**src/hw/rtl/psf_pkg.sv**
```systemverilog
package psf_pkg;

    // Start-code prefix 00 00 01 as it sits in the three-byte window.
    localparam logic [23:0] PREFIX_CODE  = 24'h000001;
    // Window contents right after a restart: no prefix possible.
    localparam logic [23:0] WINDOW_RESET = 24'hFFFFFF;
    // Stream id of a pack header.
    localparam logic [7:0]  PACK_ID      = 8'hBA;
    // Bytes that follow the id of a pack header.
    localparam logic [15:0] PACK_TAIL    = 16'd10;
    // Stuffing length field of the last pack header byte.
    localparam logic [7:0]  STUFF_MASK   = 8'h07;
    // Number of real bytes that make the window full.
    localparam logic [1:0]  WINDOW_FULL  = 2'd3;

    // Command queue between the front and the back.
    localparam int QUEUE_DEPTH = 4;
    localparam int QUEUE_AW    = $clog2(QUEUE_DEPTH);
    localparam int QUEUE_CW    = $clog2(QUEUE_DEPTH + 1);

    // Output byte slots of a packet start.
    localparam logic [1:0] SLOT_ZERO_A = 2'd0;
    localparam logic [1:0] SLOT_ZERO_B = 2'd1;
    localparam logic [1:0] SLOT_ONE    = 2'd2;
    localparam logic [1:0] SLOT_ID     = 2'd3;

    typedef enum logic {
        CMD_BYTE  = 1'b0,
        CMD_START = 1'b1
    } t_cmd_kind;

    // One command from the front: a single packet byte, or a packet start
    // that expands into the four bytes 00 00 01 id.
    typedef struct packed {
        t_cmd_kind  kind;
        logic [7:0] data;
        logic [7:0] id;
        logic       last;
        logic       resync;
    } t_cmd;

endpackage

```
**src/hw/rtl/program_stream_packet_framer.sv**
```systemverilog
// Channel   Direction  Handshake         Fields
// input     in         push / full       i_data_byte
// result    out        pop / empty       o_out_byte, o_stream_id, o_first_of_packet,
//                                        o_last_of_packet, o_resynced, o_last_in_run
//
// One input byte is taken per cycle while the four-entry command queue has room.
// A byte entry gives one result and a packet start gives four results, so the output
// register, one result per cycle while the result side is read, sets the rate.
// Synchronous active-low reset clears framing state, queue pointers and output valid.
// A stalled result side fills the queue and then raises full; input stalls
// simply let the queue and output drain.
module program_stream_packet_framer (
    input  logic       i_clk,
    input  logic       i_rst_n,
    input  logic       push,
    output logic       full,
    input  logic [7:0] i_data_byte,
    output logic       empty,
    input  logic       pop,
    output logic [7:0] o_out_byte,
    output logic [7:0] o_stream_id,
    output logic       o_first_of_packet,
    output logic       o_last_of_packet,
    output logic       o_resynced,
    output logic       o_last_in_run
);

    logic          accept;
    logic          cmd_valid;
    psf_pkg::t_cmd cmd;
    psf_pkg::t_cmd head;
    logic          queue_empty;
    logic          head_pop;
    logic          out_valid;

    assign accept = push && !full;
    assign empty  = !out_valid;

    // Front: framing state machine, one transaction per cycle while the queue has room.
    psf_front u_front (
        .i_clk       (i_clk),
        .i_rst_n     (i_rst_n),
        .i_accept    (accept),
        .i_data_byte (i_data_byte),
        .o_cmd_valid (cmd_valid),
        .o_cmd       (cmd)
    );

    // Command queue between the two halves.
    psf_cmd_fifo u_queue (
        .i_clk   (i_clk),
        .i_rst_n (i_rst_n),
        .i_push  (cmd_valid),
        .i_cmd   (cmd),
        .i_pop   (head_pop),
        .o_head  (head),
        .o_full  (full),
        .o_empty (queue_empty)
    );

    // Back: expands commands into result bytes.
    psf_back u_back (
        .i_clk             (i_clk),
        .i_rst_n           (i_rst_n),
        .i_head            (head),
        .i_head_valid      (!queue_empty),
        .o_head_pop        (head_pop),
        .i_pop             (pop),
        .o_valid           (out_valid),
        .o_out_byte        (o_out_byte),
        .o_stream_id       (o_stream_id),
        .o_first_of_packet (o_first_of_packet),
        .o_last_of_packet  (o_last_of_packet),
        .o_resynced        (o_resynced),
        .o_last_in_run     (o_last_in_run)
    );

endmodule

```
**src/hw/rtl/psf_front.sv**
```systemverilog
module psf_front (
    input  logic          i_clk,
    input  logic          i_rst_n,
    input  logic          i_accept,
    input  logic [7:0]    i_data_byte,
    output logic          o_cmd_valid,
    output psf_pkg::t_cmd o_cmd
);

    typedef enum logic [4:0] {
        PH_HUNT   = 5'b00001,
        PH_LEN_HI = 5'b00010,
        PH_LEN_LO = 5'b00100,
        PH_BODY   = 5'b01000,
        PH_STUFF  = 5'b10000
    } t_phase;

    t_phase      r_phase, n_phase;
    logic [23:0] r_window, n_window;
    logic [1:0]  r_fill, n_fill;
    logic [15:0] r_left, n_left;
    logic [7:0]  r_len_hi, n_len_hi;
    logic [7:0]  r_id, n_id;
    logic        r_pack, n_pack;
    logic        r_garbage, n_garbage;

    logic [15:0] len_full;
    logic [15:0] left_dec;
    logic [7:0]  stuff_cnt;

    assign len_full  = {r_len_hi, i_data_byte};
    assign left_dec  = r_left - 16'd1;
    assign stuff_cnt = i_data_byte & psf_pkg::STUFF_MASK;

    // Classify the byte and decide the next framing state.
    always_comb begin
        n_phase     = r_phase;
        n_window    = r_window;
        n_fill      = r_fill;
        n_left      = r_left;
        n_len_hi    = r_len_hi;
        n_id        = r_id;
        n_pack      = r_pack;
        n_garbage   = r_garbage;
        o_cmd_valid = 1'b0;
        o_cmd.kind   = psf_pkg::CMD_BYTE;
        o_cmd.data   = i_data_byte;
        o_cmd.id     = r_id;
        o_cmd.last   = 1'b0;
        o_cmd.resync = 1'b0;

        if (i_accept) begin
            unique case (r_phase)
                PH_HUNT: begin
                    if (r_fill == psf_pkg::WINDOW_FULL &&
                            r_window == psf_pkg::PREFIX_CODE) begin
                        o_cmd_valid  = 1'b1;
                        o_cmd.kind   = psf_pkg::CMD_START;
                        o_cmd.id     = i_data_byte;
                        o_cmd.resync = r_garbage;
                        n_id         = i_data_byte;
                        n_pack       = (i_data_byte == psf_pkg::PACK_ID);
                        n_garbage    = 1'b0;
                        n_window     = psf_pkg::WINDOW_RESET;
                        n_fill       = 2'd0;
                        if (i_data_byte == psf_pkg::PACK_ID) begin
                            n_left  = psf_pkg::PACK_TAIL;
                            n_phase = PH_BODY;
                        end else begin
                            n_phase = PH_LEN_HI;
                        end
                    end else begin
                        if (r_fill == psf_pkg::WINDOW_FULL) begin
                            n_garbage = 1'b1;
                        end else begin
                            n_fill = r_fill + 2'd1;
                        end
                        n_window = {r_window[15:0], i_data_byte};
                    end
                end
                PH_LEN_HI: begin
                    o_cmd_valid = 1'b1;
                    n_len_hi    = i_data_byte;
                    n_phase     = PH_LEN_LO;
                end
                PH_LEN_LO: begin
                    o_cmd_valid = 1'b1;
                    o_cmd.last  = (len_full == 16'd0);
                    n_left      = len_full;
                    if (len_full == 16'd0) begin
                        n_phase  = PH_HUNT;
                        n_window = psf_pkg::WINDOW_RESET;
                        n_fill   = 2'd0;
                    end else begin
                        n_phase = PH_BODY;
                    end
                end
                PH_BODY: begin
                    o_cmd_valid = 1'b1;
                    o_cmd.last  = (left_dec == 16'd0);
                    n_left      = left_dec;
                    if (left_dec == 16'd0) begin
                        if (r_pack && stuff_cnt != 8'd0) begin
                            n_left  = {8'd0, stuff_cnt};
                            n_phase = PH_STUFF;
                        end else begin
                            n_phase  = PH_HUNT;
                            n_window = psf_pkg::WINDOW_RESET;
                            n_fill   = 2'd0;
                        end
                    end
                end
                PH_STUFF: begin
                    n_left = left_dec;
                    if (left_dec == 16'd0) begin
                        n_phase  = PH_HUNT;
                        n_window = psf_pkg::WINDOW_RESET;
                        n_fill   = 2'd0;
                    end
                end
                default: begin
                    n_phase  = PH_HUNT;
                    n_window = psf_pkg::WINDOW_RESET;
                    n_fill   = 2'd0;
                end
            endcase
        end
    end

    // Framing state registers.
    always_ff @(posedge i_clk) begin
        if (!i_rst_n) begin
            r_phase   <= PH_HUNT;
            r_window  <= psf_pkg::WINDOW_RESET;
            r_fill    <= 2'd0;
            r_left    <= 16'd0;
            r_len_hi  <= 8'd0;
            r_id      <= 8'd0;
            r_pack    <= 1'b0;
            r_garbage <= 1'b0;
        end else begin
            r_phase   <= n_phase;
            r_window  <= n_window;
            r_fill    <= n_fill;
            r_left    <= n_left;
            r_len_hi  <= n_len_hi;
            r_id      <= n_id;
            r_pack    <= n_pack;
            r_garbage <= n_garbage;
        end
    end

endmodule

```
**src/hw/rtl/psf_cmd_fifo.sv**
```systemverilog
module psf_cmd_fifo (
    input  logic          i_clk,
    input  logic          i_rst_n,
    input  logic          i_push,
    input  psf_pkg::t_cmd i_cmd,
    input  logic          i_pop,
    output psf_pkg::t_cmd o_head,
    output logic          o_full,
    output logic          o_empty
);

    psf_pkg::t_cmd                    r_entries [psf_pkg::QUEUE_DEPTH];
    logic [psf_pkg::QUEUE_AW-1:0]     r_wr_ptr;
    logic [psf_pkg::QUEUE_AW-1:0]     r_rd_ptr;
    logic [psf_pkg::QUEUE_CW-1:0]     r_count;

    assign o_full  = (r_count == psf_pkg::QUEUE_CW'(psf_pkg::QUEUE_DEPTH));
    assign o_empty = (r_count == '0);
    assign o_head  = r_entries[r_rd_ptr];

    // Storage; the front only pushes while the queue has room.
    always_ff @(posedge i_clk) begin
        if (i_push) begin
            r_entries[r_wr_ptr] <= i_cmd;
        end
    end

    // Pointers and fill level.
    always_ff @(posedge i_clk) begin
        if (!i_rst_n) begin
            r_wr_ptr <= '0;
            r_rd_ptr <= '0;
            r_count  <= '0;
        end else begin
            if (i_push) begin
                r_wr_ptr <= r_wr_ptr + 1'b1;
            end
            if (i_pop) begin
                r_rd_ptr <= r_rd_ptr + 1'b1;
            end
            if (i_push && !i_pop) begin
                r_count <= r_count + 1'b1;
            end else if (i_pop && !i_push) begin
                r_count <= r_count - 1'b1;
            end
        end
    end

endmodule

```
**src/hw/rtl/psf_back.sv**
```systemverilog
module psf_back (
    input  logic          i_clk,
    input  logic          i_rst_n,
    input  psf_pkg::t_cmd i_head,
    input  logic          i_head_valid,
    output logic          o_head_pop,
    input  logic          i_pop,
    output logic          o_valid,
    output logic [7:0]    o_out_byte,
    output logic [7:0]    o_stream_id,
    output logic          o_first_of_packet,
    output logic          o_last_of_packet,
    output logic          o_resynced,
    output logic          o_last_in_run
);

    logic [1:0] r_slot;
    logic       r_valid;
    logic [7:0] r_byte;
    logic [7:0] r_id;
    logic       r_first;
    logic       r_last;
    logic       r_resync;
    logic       r_run_end;

    logic       load;
    logic       cmd_done;
    logic [7:0] n_byte;
    logic       n_first;
    logic       n_resync;

    // The output register takes a new result when it is free or being read.
    assign load       = i_head_valid && (!r_valid || i_pop);
    assign cmd_done   = (i_head.kind == psf_pkg::CMD_BYTE) || (r_slot == psf_pkg::SLOT_ID);
    assign o_head_pop = load && cmd_done;

    // Pick the byte of the current slot of a packet start.
    always_comb begin
        n_byte   = i_head.data;
        n_first  = 1'b0;
        n_resync = 1'b0;
        if (i_head.kind == psf_pkg::CMD_START) begin
            unique case (r_slot)
                psf_pkg::SLOT_ZERO_A: begin
                    n_byte   = 8'h00;
                    n_first  = 1'b1;
                    n_resync = i_head.resync;
                end
                psf_pkg::SLOT_ZERO_B: n_byte = 8'h00;
                psf_pkg::SLOT_ONE:    n_byte = 8'h01;
                default:              n_byte = i_head.id;
            endcase
        end
    end

    // Slot counter and output valid.
    always_ff @(posedge i_clk) begin
        if (!i_rst_n) begin
            r_slot  <= psf_pkg::SLOT_ZERO_A;
            r_valid <= 1'b0;
        end else begin
            if (load) begin
                r_slot <= cmd_done ? psf_pkg::SLOT_ZERO_A : r_slot + 2'd1;
            end
            if (load) begin
                r_valid <= 1'b1;
            end else if (i_pop) begin
                r_valid <= 1'b0;
            end
        end
    end

    // Result payload register.
    always_ff @(posedge i_clk) begin
        if (load) begin
            r_byte    <= n_byte;
            r_id      <= i_head.id;
            r_first   <= n_first;
            r_last    <= (i_head.kind == psf_pkg::CMD_BYTE) && i_head.last;
            r_resync  <= n_resync;
            r_run_end <= cmd_done;
        end
    end

    assign o_valid           = r_valid;
    assign o_out_byte        = r_byte;
    assign o_stream_id       = r_id;
    assign o_first_of_packet = r_first;
    assign o_last_of_packet  = r_last;
    assign o_resynced        = r_resync;
    assign o_last_in_run     = r_run_end;

endmodule

```
**config.mk**
```make
export PLATFORM = sky130hd
export DESIGN_NAME = program_stream_packet_framer
export DESIGN_NICKNAME = d
export VERILOG_FILES = /design/src/hw/rtl/psf_pkg.sv /design/src/hw/rtl/program_stream_packet_framer.sv /design/src/hw/rtl/psf_front.sv /design/src/hw/rtl/psf_cmd_fifo.sv /design/src/hw/rtl/psf_back.sv
export SDC_FILE = /design/constraint.sdc
export NUM_CORES = 1
export LEC_CHECK = 0
export BUFFER_PORTS_ARGS = -buffer_cell sky130_fd_sc_hd__buf_2
export CORE_MARGIN = 3
export CORE_UTILIZATION = 45
export DETAILED_ROUTE_END_ITERATION = 12
export REMOVE_ABC_BUFFERS = 1
export SYNTH_ARGS = -nofsm -noshare
export SYNTH_HDL_FRONTEND = slang
export SYNTH_SLANG_ARGS = --single-unit
```
**constraint.sdc**
```tcl
create_clock -name i_clk -period 7.1 [get_ports i_clk]
set_clock_uncertainty 0.1 [all_clocks]
set_input_delay 0.71 -clock i_clk [delete_from_list [all_inputs] [get_ports i_clk]]
set_output_delay 0.71 -clock i_clk [all_outputs]
set_load 0.005 [all_outputs]
```
== After elaboration in Yosys (flattened, before gate mapping) ==
Memories as Yosys holds them, arrays and structs flattened. A register that Yosys moved wholly into a read port is not among the register bits.
Cells that the tools add are included.

* Register bits after elaboration: 95
* Bits in writable memories: 76
* Input bits: 12
* Output and inout bits: 22
* Word-level logic and storage cells: 132
* Memories kept: 1

{| class="wikitable"
|+ Memories
! memory !! words !! bits a word !! rd ports !! clocked after Yosys merged registers in !! wr ports !! line !! text
|-
| u_queue.r_entries || 4 || 19 || 1 || 1 || 1 || psf_cmd_fifo.sv:12 || <nowiki>psf_pkg::t_cmd r_entries [psf_pkg::QUEUE_DEPTH];</nowiki>
|}

* Add/subtract/negate cells: 7
* Equality and inequality tests: 19
* Mux-type cells: 50
* Bitwise logic cells: 2
* Reduce and logical (&&, ||, !) cells: 34

{| class="wikitable"
|+ Operator list
! cell !! count
|-
| 24-bit 2-to-1 mux || 5
|-
| 24-bit case mux with 5 select lines || 1
|-
| 16-bit 2-to-1 mux || 4
|-
| 16-bit case mux with 4 select lines || 1
|-
| 16-bit zero test || 2
|-
| 5-bit case mux with 5 select lines || 1
|-
| 24-bit by 1-bit equality test with 1-bit output, second input constant || 1
|-
| 8-bit 2-to-1 mux || 3
|-
| 5-bit 2-to-1 mux || 4
|-
| 2-bit 2-to-1 mux || 9
|-
| 8-bit case mux with 2 select lines || 1
|-
| 16-bit by 1-bit subtractor with 16-bit output, second input constant || 1
|-
| 1-bit 2-to-1 mux || 13
|-
| 10-bit 2-to-1 mux || 1
|-
| 2-bit by 1-bit != test with 1-bit output, second input constant || 5
|-
| 2-bit case mux with 5 select lines || 1
|-
| 2-bit by 1-bit adder with 2-bit output, second input constant || 4
|-
| 8-bit equality test, second input constant || 1
|-
| 1-bit logical AND || 8
|-
| 4-bit 2-to-1 mux || 2
|-
| 4-bit AND reduction || 2
|-
| 8-bit nonzero test || 1
|-
| 7-bit AND reduction || 1
|-
| 2-bit equality test, second input constant || 3
|-
| other kinds (25) || 37
|}

== Logic depth before layout (Yosys ltp) ==
* Depth in word-level cells: 9
* Depth in mapped cells: 12
* Depth with buffers taken out: 12

== Hierarchy ==
Synthesis repeated with hierarchy kept, for this count alone.

* Cells, all modules: 663
* Area total of the unflattened synthesis: 7997.7 µm²

{| class="wikitable"
|+ By module, submodules not included
! module !! instances !! cells each !! area an instance (µm²) !! sequential area each (µm²)
|-
| psf_front || 1 || 445 || 3776.1 || 1301.2
|-
| psf_cmd_fifo || 1 || 142 || 3230.6 || 2462.4
|-
| psf_back || 1 || 73 || 969.7 || 660.6
|-
| program_stream_packet_framer || 1 || 3 || 21.3 || 0.0
|}

== Least setup slack after synthesis ==
OpenSTA, ideal clock, no wires.

* Kind: input to register
* Start point: input i_data_byte[4]
* End point: register u_front.r_window[23]
* Setup time: 123 ps
* Arrival: 2990 ps
* Required time: 6877 ps
* Path slack: 3887 ps
* Stages: 8
* Buffers on the path: 2
* Cell sequence: nor4_1 > nand4_1 > or4_1 > a211oi_1 > and3_1 > buf_6 > buf_6 > mux2_1

* Word-level cells in the longest chain between the ends: 3

{| class="wikitable"
|+ Ends and longest elaborated chain
! element !! line !! text
|-
| start: declaration || program_stream_packet_framer.sv:17 || <nowiki>input logic [7:0] i_data_byte,</nowiki>
|-
| 16-bit zero test || psf_front.sv:90 || <nowiki>if (len_full == 16'd0) begin</nowiki>
|-
| 2-bit by 1-bit != test with 1-bit output (no line) || - ||
|-
| 6-bit AND reduction (no line) || - ||
|-
| end signal: assignment || psf_front.sv:134 || <nowiki>r_window <= psf_pkg::WINDOW_RESET;</nowiki>
|-
| end signal: assignment || psf_front.sv:143 || <nowiki>r_window <= n_window;</nowiki>
|-
| end: declaration || psf_front.sv:19 || <nowiki>logic [23:0] r_window, n_window;</nowiki>
|}

No other way between the ends.
A chain may end at the register's enable or synchronous reset.

== Worst setup path in the final report ==
* Start point: register u_front.r_left[0]
* End point: register u_front.r_window[2]

* Word-level cells in the longest chain between the ends: 4

{| class="wikitable"
|+ Ends and longest elaborated chain
! element !! line !! text
|-
| start: declaration || psf_front.sv:21 || <nowiki>logic [15:0] r_left, n_left;</nowiki>
|-
| start signal: assignment || psf_front.sv:145 || <nowiki>r_left <= n_left;</nowiki>
|-
| 16-bit by 1-bit subtractor with 16-bit output (*) || psf_front.sv:32 || <nowiki>assign left_dec = r_left - 16'd1;</nowiki>
|-
| 16-bit zero test (*) || psf_front.sv:102, psf_front.sv:115 ||
|-
| 2-bit by 1-bit != test with 1-bit output (no line) || - ||
|-
| 6-bit AND reduction (no line) (*) || - ||
|}

Every way passes the cells marked *; elsewhere a longest branch is shown, timed or not.

==> metrics.txt <==
sequential share of the synthesized area=between 50% and 60%; post-synthesis xor/xnor area fraction=1.02%; layout cells sized above 1=a little under a fifth; H-tree depth=4; # resized after CTS=0; Max Slew Vio Count=0; DR pass1 iterations=6; cell at the slowest stage of the critical path=or4_4; yosys warns=0; Synth Area in Adders=between 2 and 2.5%; Area growth syn-to-layout=11.6%; worst path required time=7.32 ns; critical path fanouts, max=17; Synth top area share=a little under two fifths; Post-Syn Area per Cell=between 10 and 15 um^2; Cells after Synth=roughly 650; vias=about 5300; Die Area=18800 um^2; Cell variety after synth=64; Final Cycle Share=between 50% and 60%; Fin. Hold Viols=0; minimum clock period=4.04 ns; clk sinks=around 170; Max Fclk=about 250 MHz; status=complete, no violations; RSZ-0062 raised after global routing=false; register area=approximately 4400 um^2; number of global-route vias before repair=5245; MaxCap Viol Count=0; final setup vio count=0; largest cells by area after synthesis=edfxtp_1 (37%), dfxtp_1 (20%), mux4_2 (5.5%); R2R depth=10; Ports=34; R2R setup slack=~3 ns; fill cell count=1503; worst skew pair latency=0.44 ns; CP Cell Sequence=inv_1, ha_1, or3b_2, nor4_1, a211oi_1, or4_4, o21ai_2, and3_1, buf_4, mux2_2; CTS tree=built; ys async rst share=0%; DR DRC count=0; I/O Buffers=33; diode count=0; area of the multi-input gates=a little over 3000 um^2; crit path launch type=register; post-DP HPWL=about 11 mm; core area=between 15000 and 20000 um^2; nets=695; Pwr per Cell Area=268 nW/um^2; compound-cell area share of the yosys netlist=between 8 and 9%; CP Class=reg -> reg; main combinational cell family by area after synthesis=simple AND/OR/NAND/NOR gates; post-synthesis mux area share=approximately a tenth; Worst Setup SP=u_front.r_left[0]$_SDFFE_PN0P_; grt total ovfl=0; Synth Cell Area=around 7700 um^2; total power=between 2 and 2.5 mW; clk buf depth=2; slew margin rel.=22.9%; vias per cell=between 5 and 6; CP peak stage delay=0.59 ns; Post-DRT Antenna Nets=0; initial antenna violation count=0; Starting DRT DRC Count=487; Routability Congestion=~0.9; Peak supply drop=around 0.18 mV; routed wire length=between 15 and 20 mm; Hold-fix buffers, CTS=0; CP Data Arrival Time=around 4.3 ns; HP Start=u_back.o_valid$_SDFFE_PN0P_; Wirelength per Cell=around 19 um; WHS Endpoint=u_back.o_valid$_SDFFE_PN0P_; worst hold path type=reg -> reg; ys flop type=edfxtp_1; DIE HEIGHT=137 um; root buf cell=clkbuf_16; Post-CTS Setup Inserts=0; Initial Util=between 40% and 50%; CTS clk-pin slew, worst paths=around 0.07 ns; Die X=137 um; Non-Filler Instances=~900; setup TNS=0 ns; largest net degree at the start of global routing=62; nature of the critical path endpoint=register; Tightest Pin Transition=around 1.1 ns; Total GRT Usage=between 10% and 20%; P_leak=between 2 and 3 nW; first-pass GRT wire length=28.0 mm; Reg-to-Reg Start=u_front.r_left[0]$_SDFFE_PN0P_; total CTS buffers=17; FP Rows=47; Post-Synth Simple-Gate Area=approximately 17%; EDFF count, synth=96; Cells after DPL=870; r2r endpoint=u_front.r_window[2]$_SDFFE_PN1P_; worst hold path depth=2; largest area contributor in the netlist=edfxtp_1; FF+latch count, synth=173
[registers in the layout (all words and copies together), names as in the netlist, 5 cells and up, named ones only]
register and cells:
u_queue.r_entries 76, u_back.o_stream_id 8, u_back.o_out_byte 8, u_front.r_phase 5
u_front.r_id 8, u_front.r_left 16, u_front.r_window 24, u_front.r_len_hi 8
[cells in the final DEF, fill, tap and decap left out, types with 12 or more instances in the layout]
| master | n |
|---|---|
| a21oi_1 | 24 |
| a31oi_1 | 15 |
| and2_1 | 17 |
| buf_2 | 33 |
| clkbuf_16 | 17 |
| dfxtp_1 | 77 |
| edfxtp_1 | 96 |
| ha_1 | 13 |
| inv_1 | 19 |
| mux2_2 | 13 |
| mux4_2 | 19 |
| nand2_1 | 35 |
| nand2b_1 | 21 |
| nand3_1 | 27 |
| nand4_1 | 16 |
| nor2_1 | 44 |
| nor3_1 | 14 |
| nor4_1 | 12 |
| o21ai_0 | 23 |
| or3_1 | 18 |
[cells by family after synthesis]
group / count (synthesis)
buffers and inverters: 57
adder cells (fa/ha/maj): 14
flip-flops: 173
AO/OA/AOI/OAI: 104
XOR/XNOR: 9
multiplexers: 48
AND/OR/NAND/NOR: 242
[synth_stat cells, types with 13 or more instances]
cell	n
ha_1	13
or3_1	18
and2_1	17
edfxtp_1	96
o21ai_0	24
a31oi_1	15
mux4_2	19
nor2_1	44
a21oi_1	24
mux2_2	13
inv_1	19
dfxtp_1	77
nand2_1	35
nor3_1	14
nand2b_1	21
nand3_1	27
clkbuf_1	28
nand4_1	16
[final cells by class]
| cell class | instances | area share (%) |
|---|---|---|
| tap | 220 | 3.19 |
| sequential | 173 | 51.3 |
| inverter | 19 | 0.826 |
| clock inverter | 14 | 1.75 |
| multi-input combinational | 417 | 35.4 |
| timing repair buffer | 41 | 2.61 |
| clock buffer | 18 | 4.97 |
[where the power goes]
part           switching [mW]  total (mW)  internal, mW  leakage (nW)
Clock                   0.416       0.913         0.497         0.283
Sequential             0.0266        1.15          1.12          1.53
Combinational           0.151       0.255         0.104          1.18
Total                   0.593        2.32          1.72          2.99
[critical path, delay by kind of cell, from the launching register on]
family	cells	cell delay, ns
fa+ha+maj	1	0.30
simple gates	4	1.78
buf+inv	2	0.45
mux	1	0.37
compound gates	2	0.53
flops	1	0.39
[per-layer routing]
metal	up-vias	track usage (%)	share of wire, %
met3	28	4.89	5.8
met4	0	5.65	1.5
met5	-	0	0
met2	167	31.2	48
met1	2639	26.0	45
li1	2477	-	-
[worst max path at each step]
stage                                  endpoint  depth (start not counted)
5_1_grt        u_front.r_window[2]$_SDFFE_PN1P_                         10
3_3_place_gp   u_front.r_window[1]$_SDFFE_PN1P_                          8
2_1_floorplan  u_front.r_window[0]$_SDFFE_PN1P_                          9
6_report       u_front.r_window[2]$_SDFFE_PN1P_                         10
4_1_cts        u_front.r_window[2]$_SDFFE_PN1P_                         10
3_5_place_dp   u_front.r_window[3]$_SDFFE_PN1P_                          8
[per-stage QoR]
stage               instance area, um^2  hold slack [ns]  util, %  setup WS (ns)
floorplan                          7550            0.344        -           3.31
global placement                   8050            0.353     48.2           3.10
detailed placement                 8050            0.370     48.2           2.97
CTS                                8630            0.382     51.7           3.07
global route                       8630            0.411     51.7           2.80
finish                             8630            0.378     51.7           3.06
Note: power is estimated with default switching activity, not from simulation.
